**src/sv/icp_pkg.sv**
```systemverilog
// Package for the isometric cell picker: sizes, register codes and the token
// that moves along the column chain.
// No dependencies.
package icp_pkg;

	localparam int MAX_ROWS   = 64;
	localparam int MAX_COLS   = 64;
	localparam int MAX_LEVELS = 16;

	localparam int ROW_W = 6;
	localparam int COL_W = 6;
	localparam int LVL_W = 4;
	localparam int CNT_W = 7;
	localparam int DIM_W = 8;
	localparam int CRD_W = 16;
	localparam int ACC_W = 30;
	localparam int IDX_W = 3;

	typedef enum logic [IDX_W-1:0] {
		REG_HALF_WIDTH   = 3'd0,
		REG_HALF_HEIGHT  = 3'd1,
		REG_ROW_COUNT    = 3'd2,
		REG_COL_COUNT    = 3'd3,
		REG_ACTIVE_LEVEL = 3'd4
	} cfg_reg_t;

	// one grid row travelling through the column cells
	typedef struct packed {
		logic                    vld;
		logic                    last;
		logic                    row_ok;
		logic [ROW_W-1:0]        row;
		logic signed [ACC_W-1:0] s;
		logic                    hit;
		logic [COL_W-1:0]        col;
	} tok_t;

endpackage

```
**src/sv/icp_cell.sv**
```systemverilog
// One column cell of the picker chain: tests its column against the row token
// and hands the token, with the next column's sum, to its neighbor.
// Depends on icp_pkg.
module icp_cell
	import icp_pkg::*;
(
	input  logic                    clk,
	input  logic                    arst_n,
	input  tok_t                    tin,
	input  logic [COL_W-1:0]        idx,
	input  logic [CNT_W-1:0]        cols,
	input  logic signed [ACC_W-1:0] two_p,
	output tok_t                    tout
);

	tok_t tok_q;
	tok_t tok_d;
	logic col_ok;
	logic hit;

	assign col_ok = (CNT_W'(idx) < cols) && (tin.s >= 0) && (tin.s <= two_p);
	assign hit    = tin.row_ok && col_ok;

	always_comb begin
		tok_d     = tin;
		tok_d.s   = tin.s - two_p;
		tok_d.hit = tin.hit | hit;
		tok_d.col = hit ? idx : tin.col;
	end

	always_ff @(posedge clk or negedge arst_n) begin
		if (!arst_n) begin
			tok_q <= '0;
		end else begin
			tok_q <= tok_d;
		end
	end

	assign tout = tok_q;

endmodule

```
**config.mk**
```make
export PLATFORM = sky130hd
export DESIGN_NAME = icp_cell
export DESIGN_NICKNAME = d
export VERILOG_FILES = /design/src/sv/icp_pkg.sv /design/src/sv/icp_cell.sv
export SDC_FILE = /design/constraint.sdc
export NUM_CORES = 1
export LEC_CHECK = 0
export ABC_AREA = 1
export BUFFER_PORTS_ARGS = -buffer_cell sky130_fd_sc_hd__buf_2
export CORE_ASPECT_RATIO = 0.6
export CORE_UTILIZATION = 25
export CTS_CLUSTER_DIAMETER = 150
export DETAILED_ROUTE_END_ITERATION = 10
export PLACE_DENSITY = 0.56
export SETUP_SLACK_MARGIN = 0.4
export SYNTH_ARGS = -nofsm -noshare
export SYNTH_HDL_FRONTEND = slang
export SYNTH_SLANG_ARGS = --single-unit
```
**constraint.sdc**
```tcl
create_clock -name clk -period 1.01 [get_ports clk]
set_input_delay 0.1515 -clock clk [delete_from_list [all_inputs] [get_ports clk]]
set_output_delay 0.1515 -clock clk [all_outputs]
set_load 0.02 [all_outputs]
```
# Word level (Yosys, flattened, before mapping)
# Cells that the tools add are included.
dict set report totals {
  elab_cells 16
  register_bits 46
  output_inout_bits 46
  in_bits 91
}
dict set report op_classes {
  mux 1
  order_cmp 3
  n_reduce_logical 3
  add_sub_neg 1
  bitwise 1
}
# operator n
set ops {}
lappend ops {{greater-or-equal comparator 30 x 1 -> 1 bit (second input constant)} 1}
lappend ops {{<= comparator 30 bit} 1}
lappend ops {{subtractor 30 bit} 1}
lappend ops {{< comparator 6 x 7 -> 1 bit} 1}
lappend ops {{2-to-1 mux 6 bit} 1}
lappend ops {{logical AND 1 bit} 3}
lappend ops {{bitwise OR 1 bit} 1}

# Logic depth before layout (Yosys ltp)
dict set report depth {
  word_depth 5
  mapped_depth 16
  ltp_nobuf 16
}

# Least setup slack after synthesis
# OpenSTA, ideal clock, no wires.
dict set report synth_path {
  kind {input to register}
  startpoint {input port tin[7] (netlist bit)}
  endpoint {register tok_q, in the netlist tout[0]}
  required_time_ns 0.893
  path_buffers 0
  arrival_ns 1.652
  path_stages 16
  setup_slack_ns -0.759
  setup_ns 0.117
  path_cell_list {inv_1 ha_1 inv_1 fa_1 nand2_1 nand3_4 nand2_1 nand2_2 nand2_2 nand2_1 nand2_1 nand2_2 nand2_4 nand2_4 nand2_1 nand2_1}
}
# item line
set synth_lines {}
lappend synth_lines {{from (decl)} icp_cell.sv:9} ;# input tok_t tin,
lappend synth_lines {{to (signal assigned)} icp_cell.sv:35} ;# tok_q <= tok_d;
lappend synth_lines {{to (decl)} icp_cell.sv:16} ;# tok_t tok_q;

==> metrics.txt <==
Post-layout nets=883; register area=1150 sq um; TNS Setup=-13120 ps; WS Path Type=input port to register; Worst-Margin Slew=352 ps; final hold slack=-168 ps; Max Clock Freq=640 MHz; CTS Buf Count=5; Core ar.=between 10000 and 15000 sq um; port bufs=136; Tcrit/Tclk final=155%; top-count cell post-synth=nand2_1; required time worst endpoint=1200 ps; async set-reset flop share out of synthesis=100%; Total GRT Usage=between 10% and 20%; Max VDD drop=0.000545 V; setup ws final=-552 ps; routed len/inst=14.0 um; initial antenna violation count=0; global-route wire length before repair=20.5 mm; WL final=13.0 mm; Critical Path Source=tin[7]; syn avg cell area=7.49 sq um; Root Buffer=clkbuf_16; layout cells sized above 1=63.9%; failing checks=design-rule violations, negative hold slack, negative setup slack; vias in the first global route=4175; top cells by area, synth=dfrtp_1 (34%), ha_1 (13%), nand2_1 (12%), inv_1 (9.1%), a21oi_1 (5.6%); Yosys top cell by area=dfrtp_1; count of pins over their slew limit=0; Reg clk slew, reported paths=80 ps; placed wire-length estimate=9.84 mm; Worst Hold Class=input port to asynchronous set/reset pin; synth cell count leaders=nand2_1 (108), inv_1 (82), dfrtp_1 (46); count of cell types in the netlist=34; Leak=3.61 nW; Final Cell Area=7330 sq um; sequential area share after synthesis=about 34%; PwrDens=1170 nW/um^2; number of flip-flops under the largest register name=46; GRT overflow=0; Critical Path Start Type=input port; DR vias=around 4100; gate count of the mapped netlist=454; Main synth FF type=dfrtp_1; status=finished with violations; Setup crit end=tout[4]$_DFF_PN0_; initial core utilization=26.0%; GPL Wtd Cong=0.837; filler cell count in the final layout=1163; die area=~14000 sq um; final hold vios=47; H-tree Lvls=2; largest net degree at the start of global routing=47; Yosys reg bits=46; P&R area growth vs syn=116%; Pre-Repair DR Iteration Count=7; placed instance count=881; Yosys top cell area share=33.9%; Post-synth EDFFs=0; Post-Place Worst Slack=-962 ps; Detail Route Antenna Nets=0; die height=92.3 um; Overall Power=8.60 mW; critical path peak fanout=7; Initial DRC Count=130; Post-DP Area=5570 sq um; # IOs=between 100 and 150; syn_nets=581; CTS tree=done; # diodes=0; min Tclk post-route=1560 ps; max_slew headroom=76.4%; area taken by multi-input logic gates=3040 sq um; DRC Markers=16; clk buf depth=2; Rows=32; Sink Count=46; synthesized cell area=~3400 sq um; Die W=153 um; via density per instance=4.37; final cell count without fillers=927; Yosys warnings=0; Worst Setup End Kind=register; Max-Cap Viols=0; Setup-failing EPs final=34; worst path arrival time=around 1800 ps; RSZ-0062 raised after global routing=true
==> through the flow <==
| step | hold WS (ps) | utilization [%] |
|---|---|---|
| floorplan | -144 | - |
| global placement | 157 | 42.7 |
| detailed placement | 161 | 42.7 |
| CTS | -155 | 52.5 |
| global route | -136 | 56.1 |
| finish | -168 | 56.1 |
==> cell families after synthesis <==
kind of cell    after synthesis  synth area share, %
compound gates               67                 10.7
buf+inv                      83                 9.17
flops                        46                 33.9
fa+ha+maj                    36                 13.5
xor+xnor                     26                 6.70
simple gates                196                 26.1
==> placed cells by master (no fill, tap or decap), drive strengths merged, types with 16 or more instances in the layout <==
| master | synthesis | layout |
|---|---|---|
| inv | 83 | 83 |
| buf | 0 | 287 |
| nand2 | 115 | 115 |
| xor2 | 16 | 16 |
| o21ai | 18 | 18 |
| nor2 | 44 | 44 |
| dfrtp | 46 | 46 |
| nand3 | 21 | 21 |
| ha | 35 | 35 |
| a21oi | 38 | 38 |
==> routing by layer <==
metal / vias up / GRT usage [%] / part of all wire (%)
met5: - / 0 / 0
met4: 0 / 2.69 / 0.22
met3: 4 / 4.16 / 6.6
met2: 121 / 28.8 / 43
met1: 1888 / 26.8 / 50
li1: 2042 / - / -
==> how the worst min path moves through the flow <==
stage,cells past startpoint,start,end
3_5_place_dp,2,arst_n,tout[39]$_DFF_PN0_
6_report,2,arst_n,tout[12]$_DFF_PN0_
3_3_place_gp,2,arst_n,tout[38]$_DFF_PN0_
5_1_grt,2,arst_n,tout[12]$_DFF_PN0_
2_1_floorplan,0,arst_n,tout[0]$_DFF_PN0_
4_1_cts,2,arst_n,tout[32]$_DFF_PN0_
==> where the power goes <==
group	switching (mW)	internal [mW]	total (mW)	leakage, nW
sequential	0.157	2.15	2.30	0.537
combinational	2.19	2.32	4.51	3.00
clock	0.861	0.922	1.78	0.0698
total	3.21	5.39	8.60	3.61
==> critical path, cell delays in order <==
cell	delay [ps]
buf_8	110
inv_12	40
ha_4	130
inv_2	40
fa_2	370
nand2_2	100
nand3_4	70
nand2_2	80
nand2_4	50
nand2_2	60
nand2_1	50
nand2_1	70
nand2_2	60
nand2_4	130
nand2_8	80
nand2_2	80
nand2_2	50
==> final cells by class <==
class                   count  share of cell area, %
inverters                  83                   4.83
clock buffers               5                   1.71
multi-input cells         325                   41.6
repair buffers            295                   33.0
flip-flops and latches     46                   15.7
clock inverters             3                  0.290
well taps                 170                   2.90
==> what timing repair did <==
| item | CTS | global route |
|---|---|---|
| hold buffers | 6 | 2 |
| pin swaps | 72 | 39 |
| endpoints found under the setup margin | 82 | 87 |
| hold endpoints to repair | 55 | 49 |
| resized for setup | 238 | 84 |
| setup buffers | 20 | 10 |
No activity file was read; power rests on OpenSTA's default activity.
