**src/sv/icp_pkg.sv**
```systemverilog
// Package for the isometric cell picker: sizes, register codes and the token
// that moves along the column chain.
// No dependencies.
package icp_pkg;

	localparam int MAX_ROWS   = 64;
	localparam int MAX_COLS   = 64;
	localparam int MAX_LEVELS = 16;

	localparam int ROW_W = 6;
	localparam int COL_W = 6;
	localparam int LVL_W = 4;
	localparam int CNT_W = 7;
	localparam int DIM_W = 8;
	localparam int CRD_W = 16;
	localparam int ACC_W = 30;
	localparam int IDX_W = 3;

	typedef enum logic [IDX_W-1:0] {
		REG_HALF_WIDTH   = 3'd0,
		REG_HALF_HEIGHT  = 3'd1,
		REG_ROW_COUNT    = 3'd2,
		REG_COL_COUNT    = 3'd3,
		REG_ACTIVE_LEVEL = 3'd4
	} cfg_reg_t;

	// one grid row travelling through the column cells
	typedef struct packed {
		logic                    vld;
		logic                    last;
		logic                    row_ok;
		logic [ROW_W-1:0]        row;
		logic signed [ACC_W-1:0] s;
		logic                    hit;
		logic [COL_W-1:0]        col;
	} tok_t;

endpackage

```
**src/sv/icp_front.sv**
```systemverilog
// Front end of the picker: forms the per-item sums in three stages, then
// issues one row token per cycle into the column chain.
// Depends on icp_pkg.
module icp_front
	import icp_pkg::*;
(
	input  logic                    clk,
	input  logic                    arst_n,
	input  logic                    start,
	input  logic signed [CRD_W-1:0] point_x,
	input  logic signed [CRD_W-1:0] point_y,
	input  logic signed [CRD_W-1:0] camera_x,
	input  logic signed [CRD_W-1:0] camera_y,
	input  logic [DIM_W-1:0]        half_width,
	input  logic [DIM_W-1:0]        half_height,
	input  logic [LVL_W-1:0]        level,
	input  logic [CNT_W-1:0]        rows,
	output tok_t                    tok,
	output logic signed [ACC_W-1:0] two_p
);

	logic                      v_s1, v_s2, scan_q;
	logic signed [CRD_W+1:0]   dx_s1;
	logic signed [CRD_W:0]     dy_s1;
	logic [2*DIM_W-1:0]        p_s1;
	logic signed [ACC_W-1:0]   a_s2, b_s2, pk_s2, two_p_q;
	logic signed [ACC_W-1:0]   s0_q, d_q;
	logic [CNT_W-1:0]          i_q;
	logic [CNT_W-1:0]          last_row;
	logic                      lvl_ok;
	logic                      row_ok;

	assign last_row = (rows == '0) ? '0 : rows - CNT_W'(1);
	assign lvl_ok   = 32'(level) < MAX_LEVELS;
	assign row_ok   = (i_q < rows) && lvl_ok && (d_q >= 0) && (d_q <= two_p_q);

	always_ff @(posedge clk or negedge arst_n) begin
		if (!arst_n) begin
			v_s1   <= 1'b0;
			v_s2   <= 1'b0;
			scan_q <= 1'b0;
		end else begin
			v_s1 <= start;
			v_s2 <= v_s1;
			if (v_s2) begin
				scan_q <= 1'b1;
			end else if (scan_q && i_q == last_row) begin
				scan_q <= 1'b0;
			end
		end
	end

	always_ff @(posedge clk) begin
		dx_s1   <= (CRD_W+2)'(point_x) - (CRD_W+2)'(camera_x)
			- (CRD_W+2)'(half_width);
		dy_s1   <= (CRD_W+1)'(point_y) - (CRD_W+1)'(camera_y);
		p_s1    <= (2*DIM_W)'(half_width) * (2*DIM_W)'(half_height);
		a_s2    <= ACC_W'(dx_s1) * ACC_W'(half_height);
		b_s2    <= ACC_W'(dy_s1) * ACC_W'(half_width);
		pk_s2   <= ACC_W'(p_s1) * ACC_W'(level);
		two_p_q <= ACC_W'({p_s1, 1'b0});
		if (v_s2) begin
			s0_q <= b_s2 + pk_s2 + a_s2;
			d_q  <= b_s2 + pk_s2 - a_s2;
			i_q  <= '0;
		end else if (scan_q) begin
			d_q <= d_q - two_p_q;
			i_q <= i_q + CNT_W'(1);
		end
	end

	always_comb begin
		tok        = '0;
		tok.vld    = scan_q;
		tok.last   = i_q == last_row;
		tok.row_ok = row_ok;
		tok.row    = i_q[ROW_W-1:0];
		tok.s      = s0_q;
	end

	assign two_p = two_p_q;

endmodule

```
**config.mk**
```make
export PLATFORM = sky130hd
export DESIGN_NAME = icp_front
export DESIGN_NICKNAME = d
export VERILOG_FILES = /design/src/sv/icp_pkg.sv /design/src/sv/icp_front.sv
export SDC_FILE = /design/constraint.sdc
export NUM_CORES = 1
export LEC_CHECK = 0
export BUFFER_PORTS_ARGS = -buffer_cell sky130_fd_sc_hd__buf_2
export CORE_ASPECT_RATIO = 0.8
export CORE_MARGIN = 5
export CORE_UTILIZATION = 47
export CTS_CLUSTER_SIZE = 20
export DETAILED_ROUTE_END_ITERATION = 10
export PLACE_DENSITY_LB_ADDON = 0.05
export SLEW_MARGIN = 20
export SYNTH_ARGS = -nofsm -noshare
export SYNTH_HDL_FRONTEND = slang
export SYNTH_SLANG_ARGS = --single-unit
```
**constraint.sdc**
```tcl
create_clock -name clk -period 8.4 [get_ports clk]
set_input_delay 1.26 -clock clk [delete_from_list [all_inputs] [get_ports clk]]
set_output_delay 1.26 -clock clk [all_outputs]
set_load 0.01 [all_outputs]
```
== Word level (Yosys, flattened, before mapping) ==
Index checks and enable logic that the tools add are counted.

* Output and inout port bits: 76
* RAM bits: 0
* Memories: 0
* Bits in registers: 210
* Bits in read-only memories: 0
* Word-level logic and storage cells: 41
* Bits of input ports: 94
* Bits in latches: 0

* $mul: 4
* Add/sub/neg operators: 9
* Reduce and logical (&&, ||, !) cells: 6
* Divide/modulo/power cells: 0
* Muxes and demuxes: 5
* Bitwise gates (word level): 0
* Order comparisons: 3
* Shifts and indexed selects: 0
* Equality and inequality tests: 1

{| class="wikitable"
|+ Operators with widths
! cell !! number
|-
| $mux 30 || 2
|-
| $sub 16x16->17 || 2
|-
| $ge 30x1->1 const B || 1
|-
| $le 30x18->1 || 1
|-
| $sub 30x18->30 || 1
|-
| $add 27x27->28 || 1
|-
| $sub 27x27->28 || 1
|-
| $add 26x21->27 || 1
|-
| $mul 18x9->27 || 1
|-
| $mul 17x9->26 || 1
|-
| $mul 16x4->20 || 1
|-
| $sub 17x9->18 || 1
|-
| $mul 8x8->16 || 1
|-
| $add 7x1->7 const B || 1
|-
| $eq 7x7->1 || 1
|-
| $logic_not 7->1 || 1
|-
| $lt 7x7->1 || 1
|-
| $mux 7 || 1
|-
| $sub 7x1->7 const B || 1
|-
| $reduce_bool 2->1 || 2
|-
| $logic_and 1x1->1 || 3
|-
| $mux 1 || 2
|}

== Depth between registers and ports, before layout ==
* Depth after elaboration: 6
* Depth in mapped cells: 20
* Gate-level depth less buffers: 19

== Worst setup path before layout ==
No wires, ideal clock.

* Path type: input-to-reg
* From: in half_height[2]
* To: reg a_s2[23]
* Setup slack: 2,731 ps
* Required time: 8,275 ps
* Stages: 18
* Buffers on the path: 1
* Arrival: 5,544 ps
* Library setup time: 125 ps
* Path through: clkbuf_1 nand2_1 fa_1 inv_1 fa_1 fa_1 inv_1 fa_1 inv_1 ha_1 a41o_1 a21oi_1 nor2_1 o41a_1 nor2_1 nor3_1 o31ai_1 a21oi_1

* Longest elaborated chain between the ends: 1

{| class="wikitable"
|+ RTL lines
! item !! line !! source
|-
| start, declared || icp_front.sv:15 || <nowiki>input logic [DIM_W-1:0] half_height,</nowiki>
|-
| $mul 18x9->27 || icp_front.sv:58 || <nowiki>a_s2 <= ACC_W'(dx_s1) * ACC_W'(half_height);</nowiki>
|-
| end signal, assigned || icp_front.sv:58 ||
|-
| end, declared || icp_front.sv:26 || <nowiki>logic signed [ACC_W-1:0] a_s2, b_s2, pk_s2, two_p_q;</nowiki>
|}

Every way passes these cells.
A chain may end at the register's enable or synchronous reset.

== Final worst setup path ==
Same ends and word-level chain as after synthesis.

==> reports/results.txt <==
Maximum level of the CTS H-tree: 1
Top Ports: 170
Kind of end point of the critical path: flop
Gp weighted congestion: 0.8998
Worst Hold Class: reg -> reg
Pin count of the biggest net entering global routing: 79
Share of cell area taken by muxes after synthesis: 0.003067
Final setup violation count: 0
Main combinational cell family by area after synthesis: adder cells
Post-DR wirelength/cell: 17.43 um
Total global routing overflow: 0
Layout cells sized above 1: 0.07327
Floorplan die height: 222.4 um
Final sum of negative setup slack: 0 ns
Area growth from synthesis to layout: 8.376%
Number of distinct library cell variants in the gate-level netlist after synthesis: 79
First-iteration detailed-routing DRC count: 1,281
Number of synthesized flops with an enable pin: 58
1st-pass router iterations: 5
Initial Utilization: 0.4770
Share of synthesized cell area in full adder, half adder and majority cells: 0.3706
Die span in x: 275.6 um
Final hold violation count: 0
Arrival time of data at the critical path endpoint: 6.10 ns
Most common flop cell mapped by yosys: dfxtp_1
Syn Area/Cell: 8.791 sq um
Total GRT Usage: 0.2214
Critical setup path kind: in -> reg
Sequential area share after synthesis: 0.1795
Antenna fix cells: 0
Number of maximum-capacitance constraint violations: 0
Max FO, Critical Path: 26
CP Launch Type: primary input
Post-Route Skew: 0.02283 ns
Bufs on Longest Clock Path: 3
Via density: 5.181
Hold Worst Slack: 0.3591 ns
Outcome: completed
Flip-flop and latch count after synthesis: 208
Final #Nets: 3,819
Instance count of the mapped netlist: 3,016
Number of buffers created by CTS: 26
Number of antenna violations at the first check in global routing: 5
Clock slew seen by the registers of the worst setup and hold paths: 0.06 ns
Number of max-slew violations in the final report: 0
Overall die area: 0.06129 sq mm
Maximum clock frequency: 0.1769 GHz
Number of warning messages in the yosys log: 0
Compound-Gate Fraction of Synth Area: 0.1234
Data required, critical path: 8.85 ns
Count of buffers from port buffering: 148
TritonCTS clock tree: done
Area share of and/or/nand/nor cells after synthesis: 0.1626
Number of global-route vias before repair: 20,412
Wire length of the first global-routing pass: 111,000 um
Number of buffers inserted to repair setup after CTS: 0
Detailed Place HPWL: 56,020 um
Placeable core region: 0.05559 sq mm
Floorplan row count: 77
Setup repair after global routing missed its margin: false
Worst-Margin Slew: 0.9077 ns
Number of placed cells counting well taps: 3,841
Source-to-sink clock delay at the later pin of the worst-skew pair: 0.58 ns
Post-Synth XOR/XNOR Area: 0.06309
Worst slew margin relative to its limit: 0.3949
Core utilization of the finished layout: 0.5169
Remaining antenna violation count after routing: 0
Cell chosen for the clock root: clkbuf_16
Fraction of the cycle the final worst path needs: 0.6731
Post-Synthesis Cell Area: 0.02651 sq mm
Post-cts resize count: 0
Hold buffers post-CTS: 0
Drt total wl: 67,790 um
Number of vias after detailed routing: 20,148
Period minus WS final: 5.654 ns
TritonCTS Sinks: 208
Final cell count without fillers: 3,889
Number of design rule violations left after detail routing: 0
Ys async rst share: 0.01442
per-layer routing:
layer,GRT usage,up-vias,part of all wire
met5,0,-,0.00010
met4,0.03448,2,0.017
met3,0.03279,68,0.058
met2,0.3289,462,0.42
met1,0.3467,9707,0.51
li1,-,9909,-
registers in the layout (all words and copies together), names as in the netlist:
signal and count:
pk_s2 20, v_s2 1, p_s1 16, dx_s1 18, two_p 16, s0_q 28
i_q 7, a_s2 27, d_q 30, dy_s1 17, b_s2 26, v_s1 1
scan_q 1
stage by stage:
step,instance area [sq um],setup WS [ns]
floorplan,26590,2.731
finish,28740,2.746
global placement,27810,2.262
global route,28740,2.379
detailed placement,27810,2.178
CTS,28740,2.783
worst max-delay path, cell delays in order:
cell and delay [ns]:
buf_2 0.40, nand2_1 0.15, fa_1 0.56, inv_1 0.05, fa_1 0.49, fa_1 0.50, inv_1 0.05, fa_1 0.52
inv_1 0.04, ha_1 0.35, a41o_1 0.25, a21oi_1 0.31, nor2_1 0.07, o41a_1 0.39, nor2_1 0.23, nor3_1 0.10
o31ai_1 0.26, a21oi_1 0.09
cell usage after synthesis (all sizes together), types with 5 or more instances:
library cell    n  area, sq um
a2111oi         6        65.06
fa            299         5986
nor3           39        195.2
o31a            6        52.55
nand2         249        934.7
a21o           46        345.3
o41ai           8        77.58
o221ai          7        61.31
o21bai         27        202.7
xnor2         145         1270
a31o            6        52.55
o41a            5        56.30
o21ai          82        414.2
nor4           11        68.82
nor2b          29        181.4
nor2          134        503.0
a31oi          19        125.1
and3           19        118.9
xor2           46        402.9
a21boi          7        52.55
o31ai          17        127.6
clkbuf         60        225.2
a211oi         23        172.7
o21a           26        195.2
a211o           6        52.55
nand4          17        106.4
or3            22        150.1
a311oi          8        70.07
o22ai           6        37.54
mux2i           7        70.07
edfxtp         58         1742
o211ai         11        82.58
a21oi         149        745.7
ha            307         3841
nand2b         24        150.1
dfxtp         147         2943
inv           557         2091
or2            10        62.56
buf            37        260.3
nand3          37        185.2
and2          245         1533
cells by family after synthesis:
| group | Yosys count |
|---|---|
| AOI/OAI and AO/OA | 495 |
| buffers and inverters | 657 |
| adders and majority gates | 606 |
| xor gates and xnor gates | 191 |
| and+or+nand+nor | 850 |
| muxes | 8 |
| other | 1 |
| DFF | 208 |
cell usage in the layout, fill, tap and decap left out, types with 17 or more instances in the layout:
master | Yosys | layout
a211oi_1 | 23 | 23
a21o_1 | 46 | 46
a21oi_1 | 149 | 149
a31oi_1 | 18 | 18
and2_1 | 245 | 245
and3_1 | 19 | 19
buf_2 | 4 | 148
clkbuf_16 | 0 | 28
conb_1 | 1 | 21
dfxtp_1 | 147 | 147
edfxtp_1 | 58 | 58
fa_1 | 299 | 299
ha_1 | 307 | 307
inv_1 | 557 | 557
nand2_1 | 249 | 249
nand2b_1 | 24 | 24
nand3_1 | 37 | 37
nand4_1 | 17 | 17
nor2_1 | 134 | 134
nor2b_1 | 29 | 29
nor3_1 | 39 | 39
o21a_1 | 26 | 26
o21ai_0 | 79 | 79
o21bai_1 | 27 | 27
o31ai_1 | 17 | 17
or3_1 | 18 | 18
xnor2_1 | 145 | 145
xor2_1 | 46 | 46
worst paths after layout:
check                                from       end  cells past startpoint  slack, ns
min in group asynchronous          arst_n    scan_q                      1       0.47
setup reg to reg                  b_s2[0]  s0_q[25]                     19       2.94
hold / removal                       v_s1      v_s2                      0       0.36
max in group asynchronous          arst_n      v_s2                      1       7.82
setup / recovery           half_height[2]  a_s2[23]                     18       2.75
hold reg to reg                      v_s1      v_s2                      0       0.36
final cells by class:
cell class              count  area (sq um)
fillers                  5311         26850
clock buffers              30         718.2
inverters                 560          2102
well taps                 750         938.4
repair buffers            152         770.7
multi-input cells        2171         19240
clock inverters            18         202.7
flip-flops and latches    208          4761
Power is left out: the tool's default activity adds up to more than one toggle a clock period on the data nets, which glitch-free logic cannot reach.
